--- src/design/deq_pkg.sv ---
// ----------------------------------------------------------------------------
// deq_pkg
// shared types and constants of the double-ended queue
// ----------------------------------------------------------------------------
`default_nettype none

package deq_pkg;

  localparam int VALUE_W       = 32;
  localparam int OP_W          = 3;
  localparam int STATUS_W      = 2;
  localparam int DEPTH_DEFAULT = 256;

  typedef enum logic [OP_W-1:0] {
    OP_PUSH_FRONT = 3'd0,
    OP_PUSH_BACK  = 3'd1,
    OP_POP_FRONT  = 3'd2,
    OP_POP_BACK   = 3'd3,
    OP_PEEK_FRONT = 3'd4,
    OP_PEEK_BACK  = 3'd5
  } op_e;

  typedef enum logic [STATUS_W-1:0] {
    ST_OK    = 2'd0,
    ST_EMPTY = 2'd1,
    ST_FULL  = 2'd2
  } status_e;

  // per-cycle command broadcast to every cell of both chains
  typedef struct packed {
    logic push_front;
    logic push_back;
    logic pop_front;
    logic pop_back;
  } cell_ctrl_t;

endpackage

`default_nettype wire

--- src/design/deq_cell.sv ---
// ----------------------------------------------------------------------------
// deq_cell
// one position of the front-ordered and back-ordered storage chains
// ----------------------------------------------------------------------------
`default_nettype none

module deq_cell #(
  parameter int DEPTH = deq_pkg::DEPTH_DEFAULT,
  parameter int IDX   = 0
) (
  input  logic                                   clk_i,
  input  deq_pkg::cell_ctrl_t                    ctrl_i,
  input  logic [$clog2(DEPTH+1)-1:0]             count_i,
  input  logic signed [deq_pkg::VALUE_W-1:0]     value_i,
  input  logic signed [deq_pkg::VALUE_W-1:0]     f_prev_i,
  input  logic signed [deq_pkg::VALUE_W-1:0]     f_next_i,
  input  logic signed [deq_pkg::VALUE_W-1:0]     b_prev_i,
  input  logic signed [deq_pkg::VALUE_W-1:0]     b_next_i,
  output logic signed [deq_pkg::VALUE_W-1:0]     f_q_o,
  output logic signed [deq_pkg::VALUE_W-1:0]     b_q_o
);
  import deq_pkg::*;

  localparam int COUNT_W = $clog2(DEPTH+1);

  logic signed [VALUE_W-1:0] f_q, f_d;
  logic signed [VALUE_W-1:0] b_q, b_d;
  logic                      at_tail;

  // this cell is the first free place of both chains
  assign at_tail = (count_i == COUNT_W'(IDX));

  always_comb begin
    f_d = f_q;
    if (ctrl_i.push_front) begin
      f_d = f_prev_i;
    end else if (ctrl_i.push_back && at_tail) begin
      f_d = value_i;
    end else if (ctrl_i.pop_front) begin
      f_d = f_next_i;
    end
  end

  always_comb begin
    b_d = b_q;
    if (ctrl_i.push_back) begin
      b_d = b_prev_i;
    end else if (ctrl_i.push_front && at_tail) begin
      b_d = value_i;
    end else if (ctrl_i.pop_back) begin
      b_d = b_next_i;
    end
  end

  always_ff @(posedge clk_i) begin
    f_q <= f_d;
    b_q <= b_d;
  end

  assign f_q_o = f_q;
  assign b_q_o = b_q;

endmodule

`default_nettype wire

--- config.mk ---
export PLATFORM = sky130hd
export DESIGN_NAME = deq_cell
export DESIGN_NICKNAME = d
export VERILOG_FILES = /design/src/design/deq_pkg.sv /design/src/design/deq_cell.sv
export SDC_FILE = /design/constraint.sdc
export NUM_CORES = 1
export LEC_CHECK = 0
export ABC_CLOCK_PERIOD_IN_PS = 6900
export BUFFER_PORTS_ARGS = -buffer_cell sky130_fd_sc_hd__buf_2
export CAP_MARGIN = 10
export CORE_UTILIZATION = 25
export DETAILED_ROUTE_END_ITERATION = 8
export GPL_ROUTABILITY_DRIVEN = 0
export PLACE_DENSITY = 0.61
export SETUP_SLACK_MARGIN = 0.1
export SYNTH_ARGS = -nofsm -noshare
export SYNTH_HDL_FRONTEND = slang
export SYNTH_SLANG_ARGS = --single-unit
--- constraint.sdc ---
create_clock -name clk_i -period 6.9 [get_ports clk_i]
set_clock_uncertainty 0.05 [all_clocks]
set_input_delay 1.38 -clock clk_i [delete_from_list [all_inputs] [get_ports clk_i]]
set_output_delay 1.38 -clock clk_i [all_outputs]
set_load 0.02 [all_outputs]
Yosys cells after proc, flatten, opt, wreduce, memory -nomap -nowiden --
Cells that the tools add are included.
Storage, ports and cells: register bits after elaboration 64, input port bits 174, output and inout port bits 64, logic and storage cells 13
Cells by class: multiplexer cells 6, reductions and logical operators 5
Operators with widths (number):
- 32-bit 2-to-1 mux | 6
- 9-bit logical NOT | 1
- 3-bit nonzero test | 2
- 1-bit logical AND | 2

Logic depth before layout (Yosys ltp) --
depth after elaboration 4, depth in mapped cells 5, depth with buffers taken out 3

Worst setup path after synthesis --
No wires, ideal clock.
path kind input -> register, start input port count_i[6], end register b_q[0] (netlist: b_q_o[0]), enable pin, setup time 389 ps, arrival 3200 ps, required time 6461 ps, setup slack 3260 ps, stages 4, path buffers 1, path through or4_1 or3_4 buf_6 nand2_1
On the way: longest elaborated chain between the ends 3
Ends and longest elaborated chain:
- start, declared | line deq_cell.sv:13 | input logic [$clog2(DEPTH+1)-1:0] count_i,
- 9-bit logical NOT | line deq_cell.sv:31 | assign at_tail = (count_i == COUNT_W'(IDX));
- 1-bit logical AND | line deq_cell.sv:48 | end else if (ctrl_i.push_front && at_tail) begin
- 3-bit nonzero test (no line)
- end signal, assigned | line deq_cell.sv:57 | b_q <= b_d;
- end, declared | line deq_cell.sv:27 | logic signed [VALUE_W-1:0] b_q, b_d;
No other way between the ends. A chain may end at the register's enable or synchronous reset.

Final worst setup path --
start input port ctrl_i[2] (netlist bit), end register f_q[4] (netlist: f_q_o[4]), enable pin
On the way: longest elaborated chain between the ends 2
Ends and longest elaborated chain:
- start, declared | line deq_cell.sv:12 | input deq_pkg::cell_ctrl_t ctrl_i,
- 1-bit logical AND | line deq_cell.sv:37 | end else if (ctrl_i.push_back && at_tail) begin
- 3-bit nonzero test (no line)
- end signal, assigned | line deq_cell.sv:56 | f_q <= f_d;
- end, declared | line deq_cell.sv:26 | logic signed [VALUE_W-1:0] f_q, f_d;
No other way between the ends.

==> summary.md <==
| Metric | Value |
|---|---|
| Outcome | `complete, no violations` |
| Syn_nets | `522` |
| Sequential share of the synthesized area | `between 50% and 60%` |
| Routed length per instance | `19.1 um` |
| Pins Over Slew Limit | `0` |
| Distinct cells, synth | `17` |
| Total number of vias | `3920` |
| CTS tree | `built` |
| Final period util | `approximately three fifths` |
| Fin nets | `728` |
| Complex-gate fraction of the synthesized area | `between 20% and 30%` |
| Layout Utilization | `36.2%` |
| Mux cell area share after synthesis | `0%` |
| Hold path cells | `3` |
| Hold Fails Final Rpt | `0` |
| Post-place instance area | `between 4000 and 5000 um2` |
| Setup CP Type | `in2reg` |
| Hold Startpoint | `f_prev_i[14]` |
| Synth warn | `0` |
| CP required | `6.80 ns` |
| Setup crit start kind | `primary input` |
| Starting Density | `25.7%` |
| DRT antenna net count | `0` |
| WL met1 | `5980 um` |
| Worst hold path class | `in2reg` |
| Peak VDD IR | `0.0000966 V` |
| Tot GR Track Use | `17.8%` |
| RSZ-0062 raised after global routing | `false` |
| Routed WL | `about 14000 um` |
| Hold endpoint | `f_q_o[14]$_DFFE_PP_` |
| Post-CTS setup buffer count | `0` |
| Gr ovfl total | `0` |
| Root buffer cell | `clkbuf_16` |
| Uppermost layer routed | `met4` |
| Flops & latches, synth | `64` |
| First-pass GRT wire length | `around 20000 um` |
| Die X | `~120 um` |
| Synth Area per Inst | `around 11 um2` |
| Htree depth | `3` |
| Post-synthesis xor/xnor area fraction | `0%` |
| CTS Hold Buffers Added | `0` |
| Largest net degree at the start of global routing | `69` |
| Worst slew pin tran | `1.11 ns` |
| Drt pass-1 iters | `4` |
| Die H | `124 um` |
| 1st-iter DRT viols | `356` |
| Layout cell share with drive strength beyond 1 | `47.0%` |
| Met3 wire length | `1130 um` |
| HPWL after DPL | `10100 um` |
| IO Pins | `238` |
| Post-cts sizing count | `0` |
| Site Rows | `44` |
| Antenna violations before repair | `0` |
| Layout Area Growth over Synthesis | `41.1%` |
| Maxcap violations | `0` |
| IO Port Bufs | `237` |
| Max clock buf depth | `2` |
| Pwr/cell area | `approximately 230 nW/um2` |
| Worst path max stage delay | `~0.75 ns` |
| LEAKAGE | `0.00227 uW` |
| Adder-Cell Fraction of Synth Area | `0%` |
| Synth Instances | `348` |
| # setup viols final | `0` |
| Synth Area in Simple Gates | `9.59%` |
| Vias in the first global route | `around 3800` |
| CTS Buf Count | `9` |
| Fin Setup TNS | `0 ns` |
| Tmin final | `4.14 ns` |
| Critical path endpoint category | `flip-flop` |
| Die area | `roughly 15000 um2` |
| Clock Pin Slew Worst Setup and Hold Paths | `roughly 0.06 ns` |
| Critical path's slowest cell | `or4b_4` |
| Clk sinks | `64` |
| Largest family of logic cells by synthesized area | `compound AO/OA/AOI/OAI gates` |
| Worst Path Arrival | `4.03 ns` |
| Area of the mapped netlist | `~3700 um2` |
| DRC Markers | `0` |
| Fillers | `1492` |
| Rel. slew slack | `26.0%` |
| Crit-path max FO | `68` |
| # diodes | `0` |
| Core box area | `14500 um2` |
| DR vias/cell | `about 5.3` |
| DR WL met2 | `between 6000 and 7000 um` |
| Post-route cell area | `5270 um2` |
| Crit-path cells | `buf_2 -> buf_4 -> or4b_4 -> or3_4 -> nand2_2` |
| Max Clk Rate | `0.242 GHz` |
==> layout make-up <==
cell class                 instances  area, um2  share of cell area (%)
tap                              184        230                    4.37
timing repair buffer             241       1220                    23.1
clock buffer                      11        233                    4.42
clock inverter                     4       70.1                    1.33
inverter                          33        124                    2.35
multi-input combinational        205       1470                    27.9
sequential                        64       1920                    36.5
==> worst max-delay path, delay by kind of cell <==
kind	cells	cell delay [ns]
simple gates	3	2.01
buf+inv	2	0.58
==> power by group <==
group / total, uW / internal, uW / switching [uW]
Clock: 476 / 313 / 163
Sequential: 491 / 479 / 12.6
Combinational: 246 / 92.7 / 153
Total: 1210 / 885 / 328
==> routing by layer <==
| metal | vias up | GRT usage [%] |
|---|---|---|
| li1 | 1848 | - |
| met1 | 1850 | 22.4 |
| met2 | 204 | 29.9 |
| met3 | 18 | 3.71 |
| met4 | 0 | 6.40 |
| met5 | - | 0 |
==> synth_stat cells <==
cell type  instances  share of area [%]
a311o_1            2               0.54
and2_1             2               0.34
buf_2              4               0.54
buf_6              6                1.8
clkbuf_1          36                3.6
edfxtp_1          64                 51
inv_1             33                3.3
nand2_1           64                6.4
nand3b_1           2               0.40
nor2_1             2               0.20
nor4_1             2               0.34
o311ai_1         124                 29
or2_1              1               0.17
or3_1              1               0.17
or3_4              2               0.60
or4_1              1               0.20
or4b_4             2               0.74
==> flip-flops by register name (all words and copies together), names as in the netlist <==
name / flops
f_q_o: 32
b_q_o: 32
==> stage by stage <==
step           cells  hold WS, ns  power [uW]  setup slack (ns)
3_5_place_dp     727         1.62         747              2.37
3_3_place_gp     727         1.62         742              2.48
6_report         742         1.29        1210              2.76
5_1_grt          742         1.28        1270              2.58
2_1_floorplan    348         1.53         629              3.26
4_1_cts          742         1.28        1220              2.71
==> worst max-delay path by stage <==
stage | start | end | cells past startpoint
finish | ctrl_i[2] | f_q_o[4]$_DFFE_PP_ | 5
floorplan | count_i[6] | b_q_o[0]$_DFFE_PP_ | 4
global placement | ctrl_i[2] | f_q_o[1]$_DFFE_PP_ | 5
CTS | ctrl_i[2] | f_q_o[5]$_DFFE_PP_ | 5
detailed placement | ctrl_i[2] | f_q_o[11]$_DFFE_PP_ | 5
global route | ctrl_i[2] | f_q_o[5]$_DFFE_PP_ | 5
==> kinds of logic (layout without fill, tap and decap cells) <==
kind of cell           after synthesis  count (layout)
AND/OR/NAND/NOR                     79              79
buffers and inverters               79             289
AO/OA/AOI/OAI                      126             126
flip-flops                          64              64
==> layout by cell type, fill, tap and decap left out <==
cell type / n
and2_1: 2
clkinv_2: 2
or2_2: 1
or3_1: 1
buf_2: 237
nor2_1: 2
inv_1: 33
nand2_1: 62
nand3b_1: 2
nor4_1: 2
o311ai_1: 124
bufinv_16: 2
or4b_4: 2
a311o_1: 2
buf_4: 4
or4_2: 1
clkbuf_1: 2
nand2_2: 2
clkbuf_16: 9
or3_4: 2
edfxtp_1: 64
Note: power is estimated with default switching activity, not from simulation.
