===== src/design/deq_pkg.sv =====
// ----------------------------------------------------------------------------
// deq_pkg
// shared types and constants of the double-ended queue
// ----------------------------------------------------------------------------
`default_nettype none

package deq_pkg;

  localparam int VALUE_W       = 32;
  localparam int OP_W          = 3;
  localparam int STATUS_W      = 2;
  localparam int DEPTH_DEFAULT = 256;

  typedef enum logic [OP_W-1:0] {
    OP_PUSH_FRONT = 3'd0,
    OP_PUSH_BACK  = 3'd1,
    OP_POP_FRONT  = 3'd2,
    OP_POP_BACK   = 3'd3,
    OP_PEEK_FRONT = 3'd4,
    OP_PEEK_BACK  = 3'd5
  } op_e;

  typedef enum logic [STATUS_W-1:0] {
    ST_OK    = 2'd0,
    ST_EMPTY = 2'd1,
    ST_FULL  = 2'd2
  } status_e;

  // per-cycle command broadcast to every cell of both chains
  typedef struct packed {
    logic push_front;
    logic push_back;
    logic pop_front;
    logic pop_back;
  } cell_ctrl_t;

endpackage

`default_nettype wire


===== src/design/deq_ctrl.sv =====
// ----------------------------------------------------------------------------
// deq_ctrl
// request decode, item count and response of the double-ended queue
// ----------------------------------------------------------------------------
`default_nettype none

module deq_ctrl #(
  parameter int DEPTH = deq_pkg::DEPTH_DEFAULT
) (
  input  logic                                   clk_i,
  input  logic                                   rst_ni,
  input  logic                                   accept_i,
  input  deq_pkg::op_e                           op_i,
  input  logic signed [deq_pkg::VALUE_W-1:0]     value_i,
  input  logic signed [deq_pkg::VALUE_W-1:0]     front_i,
  input  logic signed [deq_pkg::VALUE_W-1:0]     back_i,
  output deq_pkg::cell_ctrl_t                    ctrl_o,
  output logic [$clog2(DEPTH+1)-1:0]             count_o,
  output logic signed [deq_pkg::VALUE_W-1:0]     rsp_value_o,
  output logic [$clog2(DEPTH+1)-1:0]             rsp_count_o,
  output deq_pkg::status_e                       rsp_status_o
);
  import deq_pkg::*;

  localparam int COUNT_W = $clog2(DEPTH+1);

  logic [COUNT_W-1:0] count_q, count_d;
  cell_ctrl_t         cmd;
  logic               empty, full;

  assign empty = (count_q == '0);
  assign full  = (count_q == COUNT_W'(DEPTH));

  always_comb begin
    cmd          = '0;
    count_d      = count_q;
    rsp_value_o  = '0;
    rsp_status_o = ST_OK;
    unique case (op_i) inside
      OP_PUSH_FRONT, OP_PUSH_BACK: begin
        if (full) begin
          rsp_status_o = ST_FULL;
        end else begin
          cmd.push_front = (op_i == OP_PUSH_FRONT);
          cmd.push_back  = (op_i == OP_PUSH_BACK);
          count_d        = count_q + COUNT_W'(1);
          rsp_value_o    = value_i;
        end
      end
      OP_POP_FRONT, OP_POP_BACK, OP_PEEK_FRONT, OP_PEEK_BACK: begin
        if (empty) begin
          rsp_status_o = ST_EMPTY;
        end else begin
          rsp_value_o   = (op_i == OP_POP_FRONT || op_i == OP_PEEK_FRONT) ? front_i : back_i;
          cmd.pop_front = (op_i == OP_POP_FRONT);
          cmd.pop_back  = (op_i == OP_POP_BACK);
          if (op_i == OP_POP_FRONT || op_i == OP_POP_BACK) begin
            count_d = count_q - COUNT_W'(1);
          end
        end
      end
      default: ;
    endcase
  end

  assign ctrl_o      = accept_i ? cmd : '0;
  assign rsp_count_o = count_d;
  assign count_o     = count_q;

  always_ff @(posedge clk_i or negedge rst_ni) begin
    if (!rst_ni) begin
      count_q <= '0;
    end else if (accept_i) begin
      count_q <= count_d;
    end
  end

  a_count_bound: assert property (@(posedge clk_i) disable iff (!rst_ni)
    count_q <= COUNT_W'(DEPTH))
    else $error("item count above depth");

  a_full_hold: assert property (@(posedge clk_i) disable iff (!rst_ni)
    (accept_i && full && (op_i == OP_PUSH_FRONT || op_i == OP_PUSH_BACK))
    |=> $stable(count_q))
    else $error("refused push changed the count");

  a_pop_dec: assert property (@(posedge clk_i) disable iff (!rst_ni)
    (accept_i && !empty && (op_i == OP_POP_FRONT || op_i == OP_POP_BACK))
    |=> (count_q == $past(count_q) - COUNT_W'(1)))
    else $error("pop did not take one item");

  a_one_cmd: assert property (@(posedge clk_i) disable iff (!rst_ni)
    !accept_i |-> (ctrl_o == '0))
    else $error("chain command without a request");

endmodule

`default_nettype wire


===== config.mk =====
export PLATFORM = sky130hd
export DESIGN_NAME = deq_ctrl
export DESIGN_NICKNAME = d
export VERILOG_FILES = /design/src/design/deq_pkg.sv /design/src/design/deq_ctrl.sv
export SDC_FILE = /design/constraint.sdc
export NUM_CORES = 1
export LEC_CHECK = 0
export BUFFER_PORTS_ARGS = -buffer_cell sky130_fd_sc_hd__buf_2
export CORE_MARGIN = 2
export CORE_UTILIZATION = 36
export DETAILED_ROUTE_END_ITERATION = 8
export GPL_TIMING_DRIVEN = 1
export PLACE_DENSITY = 0.79
export SYNTH_ARGS = -nofsm -noshare
export SYNTH_HDL_FRONTEND = slang
export SYNTH_SLANG_ARGS = --single-unit
export TNS_END_PERCENT = 20

===== constraint.sdc =====
create_clock -name clk_i -period 2.2 [get_ports clk_i]
set_clock_uncertainty 0.05 [all_clocks]
set_input_delay 0.33 -clock clk_i [delete_from_list [all_inputs] [get_ports clk_i]]
set_output_delay 0.33 -clock clk_i [all_outputs]
set_load 0.01 [all_outputs]

* Word-level counts from Yosys, hierarchy flattened
Cells that the tools add are included.
** Storage, ports and cells
- Register bits after elaboration :: 9
- Bits of input ports :: 102
- Output and inout bits :: 56
- Word-level logic and storage cells :: 31
** Operators by class
- Add/subtract/negate cells :: 2
- Eq/ne operators :: 6
- Muxes and demuxes :: 16
- Reductions and logical operators :: 6
** Operators by type and width (count)
- 2-to-1 mux 32 bit :: 3
- one-hot mux 32 bit (2 select lines) :: 1
- 2-to-1 mux 9 bit :: 3
- one-hot mux 9 bit (2 select lines) :: 1
- 2-to-1 mux 2 bit :: 5
- adder 9 x 1 -> 9 bit, second input constant :: 1
- == test 9 bit, second input constant :: 1
- zero test 9 bit :: 1
- subtractor 9 x 1 -> 9 bit, second input constant :: 1
- == test 3 x 2 -> 1 bit, second input constant :: 2
- == test 3 bit, second input constant :: 2
- 2-to-1 mux 4 bit :: 1
- one-hot mux 2 bit (2 select lines) :: 1
- OR reduction 4 bit :: 1
- == test 3 x 1 -> 1 bit, second input constant :: 1
- zero test 3 bit :: 1
- logical OR 1 bit :: 2
- OR reduction 2 bit :: 1
- 2-to-1 mux 1 bit :: 1

* Longest topological paths before layout
- Depth in word-level cells :: 5
- Gate-level depth with buffers :: 9

* Worst setup path after synthesis
No wires, ideal clock.
- Path type :: flip-flop to output port
- From :: register count_q[0], in the netlist count_o[0]
- To :: output rsp_value_o[0] in the netlist's numbering
- Arrival :: 2.167 ns
- Data required time :: 1.820 ns
- Slack :: -0.347 ns
- Stages on the path, launching flop included :: 10
- Path buffers :: 3
- Cell sequence :: dfrtp_1 > clkbuf_1 > inv_1 > ha_1 > clkbuf_2 > and4bb_2 > a21oi_1 > clkbuf_1 > nand2_1 > o21ai_0
** On the way
- Cells in the longest elaborated chain, start to end :: 3
- Elaborated cells between the ends (all ways) :: 5
- Classes of those cells :: eq/ne: 1; mux: 3; reduce/logical: 1
** RTL lines
- start: declaration :: line deq_ctrl.sv:27 : logic [COUNT_W-1:0] count_q, count_d;
- start signal: assignment :: line deq_ctrl.sv:74 : count_q <= count_d;
- == test 9 bit or zero test 9 bit (tied branches) :: line deq_ctrl.sv:32, deq_ctrl.sv:31
- 2-to-1 mux 32 bit, on equally long branches :: line deq_ctrl.sv:41, deq_ctrl.sv:51
- one-hot mux 32 bit (2 select lines) * :: line deq_ctrl.sv:39 : unique case (op_i) inside
- end: declaration :: line deq_ctrl.sv:19 : output logic signed [deq_pkg::VALUE_W-1:0] rsp_value_o,
Every way passes the cells marked *; elsewhere a longest branch is shown, timed or not.

* Final worst setup path
- From :: register count_q[0], in the netlist count_o[0]
- To :: output rsp_count_o[5]
** On the way
- Cells in the longest elaborated chain, start to end :: 4
- Elaborated cells between the ends (all ways) :: 8
- Classes of those cells :: add/sub: 2; eq/ne: 1; mux: 4; reduce/logical: 1
** RTL lines
- subtractor 9 x 1 -> 9 bit :: line deq_ctrl.sv:58 : count_d = count_q - COUNT_W'(1);
- 2-to-1 mux 9 bit :: line deq_ctrl.sv:57 : if (op_i == OP_POP_FRONT || op_i == OP_POP_BACK) begin
- 2-to-1 mux 9 bit :: line deq_ctrl.sv:51 : if (empty) begin
- one-hot mux 9 bit (2 select lines) * :: line deq_ctrl.sv:39
- end: declaration :: line deq_ctrl.sv:20 : output logic [$clog2(DEPTH+1)-1:0] rsp_count_o,
Marks and branches as above.

==> impl_metrics.toml <==
[status]
status = "finished with violations"
violations = "setup timing"

[timing]
fmax_mhz = 390.7
finalCritPeriodShare_pct = 116.3
finalSetupTns_ns = -11.21
tightest_slew_ns = 0.4396
fin_ws_ns = -0.3592
min_period_ns = 2.559
finalSetupViolCount = 47
hold_violations = 0
drv_slew = 0
rsz0062_at_grt = "yes"
relSlewSlack_pct = 70.42

[synthesis]
syn_inst = 268
ys_seq_elements = 9
synth_top_area_share_pct = 17.19
ys_seq_area_share_pct = 12.09
yosys_most_used_dff = "dfrtp_1"
syn_nets = 375
syn_avg_cell_area_um2 = 6.952
syn_area_um2 = 1863
synthTopCellsByArea = "mux2i_1, dfrtp_1, nand2_1"
async_flop_share_pct = 100.0
synth_edf_count = 0
synth_cell_types = 55
yosysMostFrequentCell = "nand2_1"
synth_commonest_cells = "nand2_1, o21ai_0, mux2i_1"
yosys.area.top_type = "mux2i_1"
yosysWarnings = 0

[min_path]
holdPathStages = 2
hp-start = "accept_i"
whs_endpoint = "count_o[1]$_DFFE_PN0P_"
hold_class = "input port to flop"

[power]
netSwitchingFraction_pct = 48.19
leakage_nw = 1.646
p_int_w = 0.001369
ir_drop_v = 0.0006741
power_frac_comb_pct = 79.6
seq_power_share_pct = 12.7
p_sw_w = 0.001273
power_w = 0.002642
power.share.clock_pct = 7.7
power.density_nw_per_um2 = 795.2

[setup_path]
critPathRequiredTime_ns = 1.82
end_kind = "output port"
crit_arrival_ns = 2.18
crit_path_max_fanout = 4
timing_worst_setup_path_type = "flop to output port"
ff2ff_setup_slack_ns = 0.12
cp-start-kind = "flop"
reg2reg_to = "count_o[6]$_DFFE_PN0P_"
crit_start = "count_o[0]$_DFFE_PN0P_"
rr_startpoint = "count_o[0]$_DFFE_PN0P_"
ff2ff_path_depth = 7

[floorplanning]
io-pin-count = 158
die_area_um2 = 5767
core_area_um2 = 5042
initial_core_util_pct = 36.95
dieHeight_um = 75.94
num_rows = 26
die_w_um = 75.94

[cells_and_area]
multi_input_area_um2 = 1600
drive_above_1_share_pct = 53.55
fin_nets = 573
regArea_um2 = 227.7
largest_reg_flops = 9
n_fill_cell = 412
area_growth_pct = 78.37

[clock_network]
path_clk_slew_ns = 0.05
root_buffer = "clkbuf_8"
numCtsBuffers = 3
cts.sinks = 9
tritoncts = "yes"
insertion_delay_ns = 0.25
cts_buffer_depth = 2
h-tree-depth = 1

[placed_design]
port_buffers = 157
gp_congestion = 0.9497
hpwl_mm = 6.410
dp_slack_ns = -0.1139

[route]
drt_iter0_drc = 144
via_per_inst = 5.524
vias = 2961
drc = 0
totalWireLength_mm = 8.496
wl_per_cell_um = 15.85
ant_nets = 0
first_pass_iters = 5

[global_route]
overflow = 0
antenna_found_initial = 1
grt_pass1_wl_mm = 13.31
track_usage_pct = 27.81
grt_start_max_net_pins = 26
grt_pass1_vias = 2783

[flow_run]
max_cap_violations = 0
[kinds of logic (layout without fill, tap and decap cells)]
logic type | count (synthesis) | in the layout | synth area share [%]
fa+ha+maj | 5 | 5 | 3.358
flops | 9 | 9 | 12.09
simple gates | 102 | 102 | 28.48
other cells | 0 | 1 | 0
mux | 32 | 32 | 17.19
buf+inv | 33 | 230 | 8.260
compound gates | 83 | 83 | 28.74
xor+xnor | 4 | 4 | 1.881
[how the worst max path moves through the flow]
| stage | to | slack (ns) | depth (start not counted) |
|---|---|---|---|
| 4_1_cts | rsp_count_o[5] | -0.28 | 8 |
| 3_3_place_gp | rsp_count_o[7] | -0.09 | 8 |
| 6_report | rsp_count_o[5] | -0.36 | 8 |
| 3_5_place_dp | rsp_count_o[5] | -0.11 | 9 |
| 2_1_floorplan | rsp_count_o[6] | -0.16 | 8 |
| 5_1_grt | rsp_count_o[5] | -0.39 | 8 |
[layout make-up]
cell class / instances / area share, %
Antenna cell: 1 / 0.07530
Timing Repair Buffer: 217 / 39.83
Sequential cell: 9 / 6.852
Inverter: 9 / 1.092
Clock buffer: 4 / 1.355
Tap cell: 70 / 2.636
Multi-Input combinational cell: 226 / 48.15
[critical path: stages (launching register included)]
cell      delay (ns)
dfrtp_2         0.43
inv_4           0.07
ha_4            0.14
or4b_4          0.52
buf_6           0.15
o211ai_1        0.24
o211ai_1        0.14
o221ai_1        0.08
buf_2           0.15
[routing by layer]
metal  share of wire, %  global-route usage [%]
met3                9.6                   7.262
met1                 37                   30.71
met4                4.9                   12.00
met5                  0                       0
met2                 49                   50.18
[layout by cell type (no fill, tap or decap), types with 3 or more instances in the layout]
master	n
a211oi_1	3
a21oi_1	4
buf_12	5
buf_2	157
buf_4	48
buf_6	6
clkbuf_8	3
dfrtp_1	7
ha_1	4
inv_1	7
mux2i_1	32
nand2_1	48
nand2b_1	3
nand3_1	8
nand4_1	4
nor2_1	5
nor2b_1	3
nor3_1	6
nor4_1	5
o211ai_1	9
o21ai_0	8
o21ai_1	30
o21ai_2	5
xnor2_1	3
[power by group through the flow]
stage	Sequential, W	Combinational (W)	Clock, W
3_5_place_dp	0.000326	0.00183	0
5_1_grt	0.000343	0.00224	0.000217
3_3_place_gp	0.000320	0.00179	0
2_1_floorplan	0.000327	0.00101	0
4_1_cts	0.000326	0.00195	0.000205
6_report	0.000335	0.00210	0.000204
[timing repair]
item                                    in CTS  in global routing
endpoints found under the setup margin      45                 46
gates resized for setup                     29                 23
buffers inserted                             6                  3
pin swaps                                   16                  8
hold buffers                                 1                  0
endpoints found under the hold margin        9                  0
[per-stage QoR]
| stage | std cells | util, % | hold WS, ns | instance area (um^2) |
|---|---|---|---|---|
| after floorplan | 268 | - | -0.01559 | 1912 |
| after global placement | 521 | 61.24 | 0.1509 | 3088 |
| after detailed placement | 521 | 61.24 | 0.1571 | 3088 |
| after CTS | 532 | 64.39 | 0.3670 | 3247 |
| after global routing | 536 | 65.91 | 0.3784 | 3323 |
| final | 536 | 65.91 | 0.3743 | 3323 |
No activity file was read; power rests on OpenSTA's default activity.
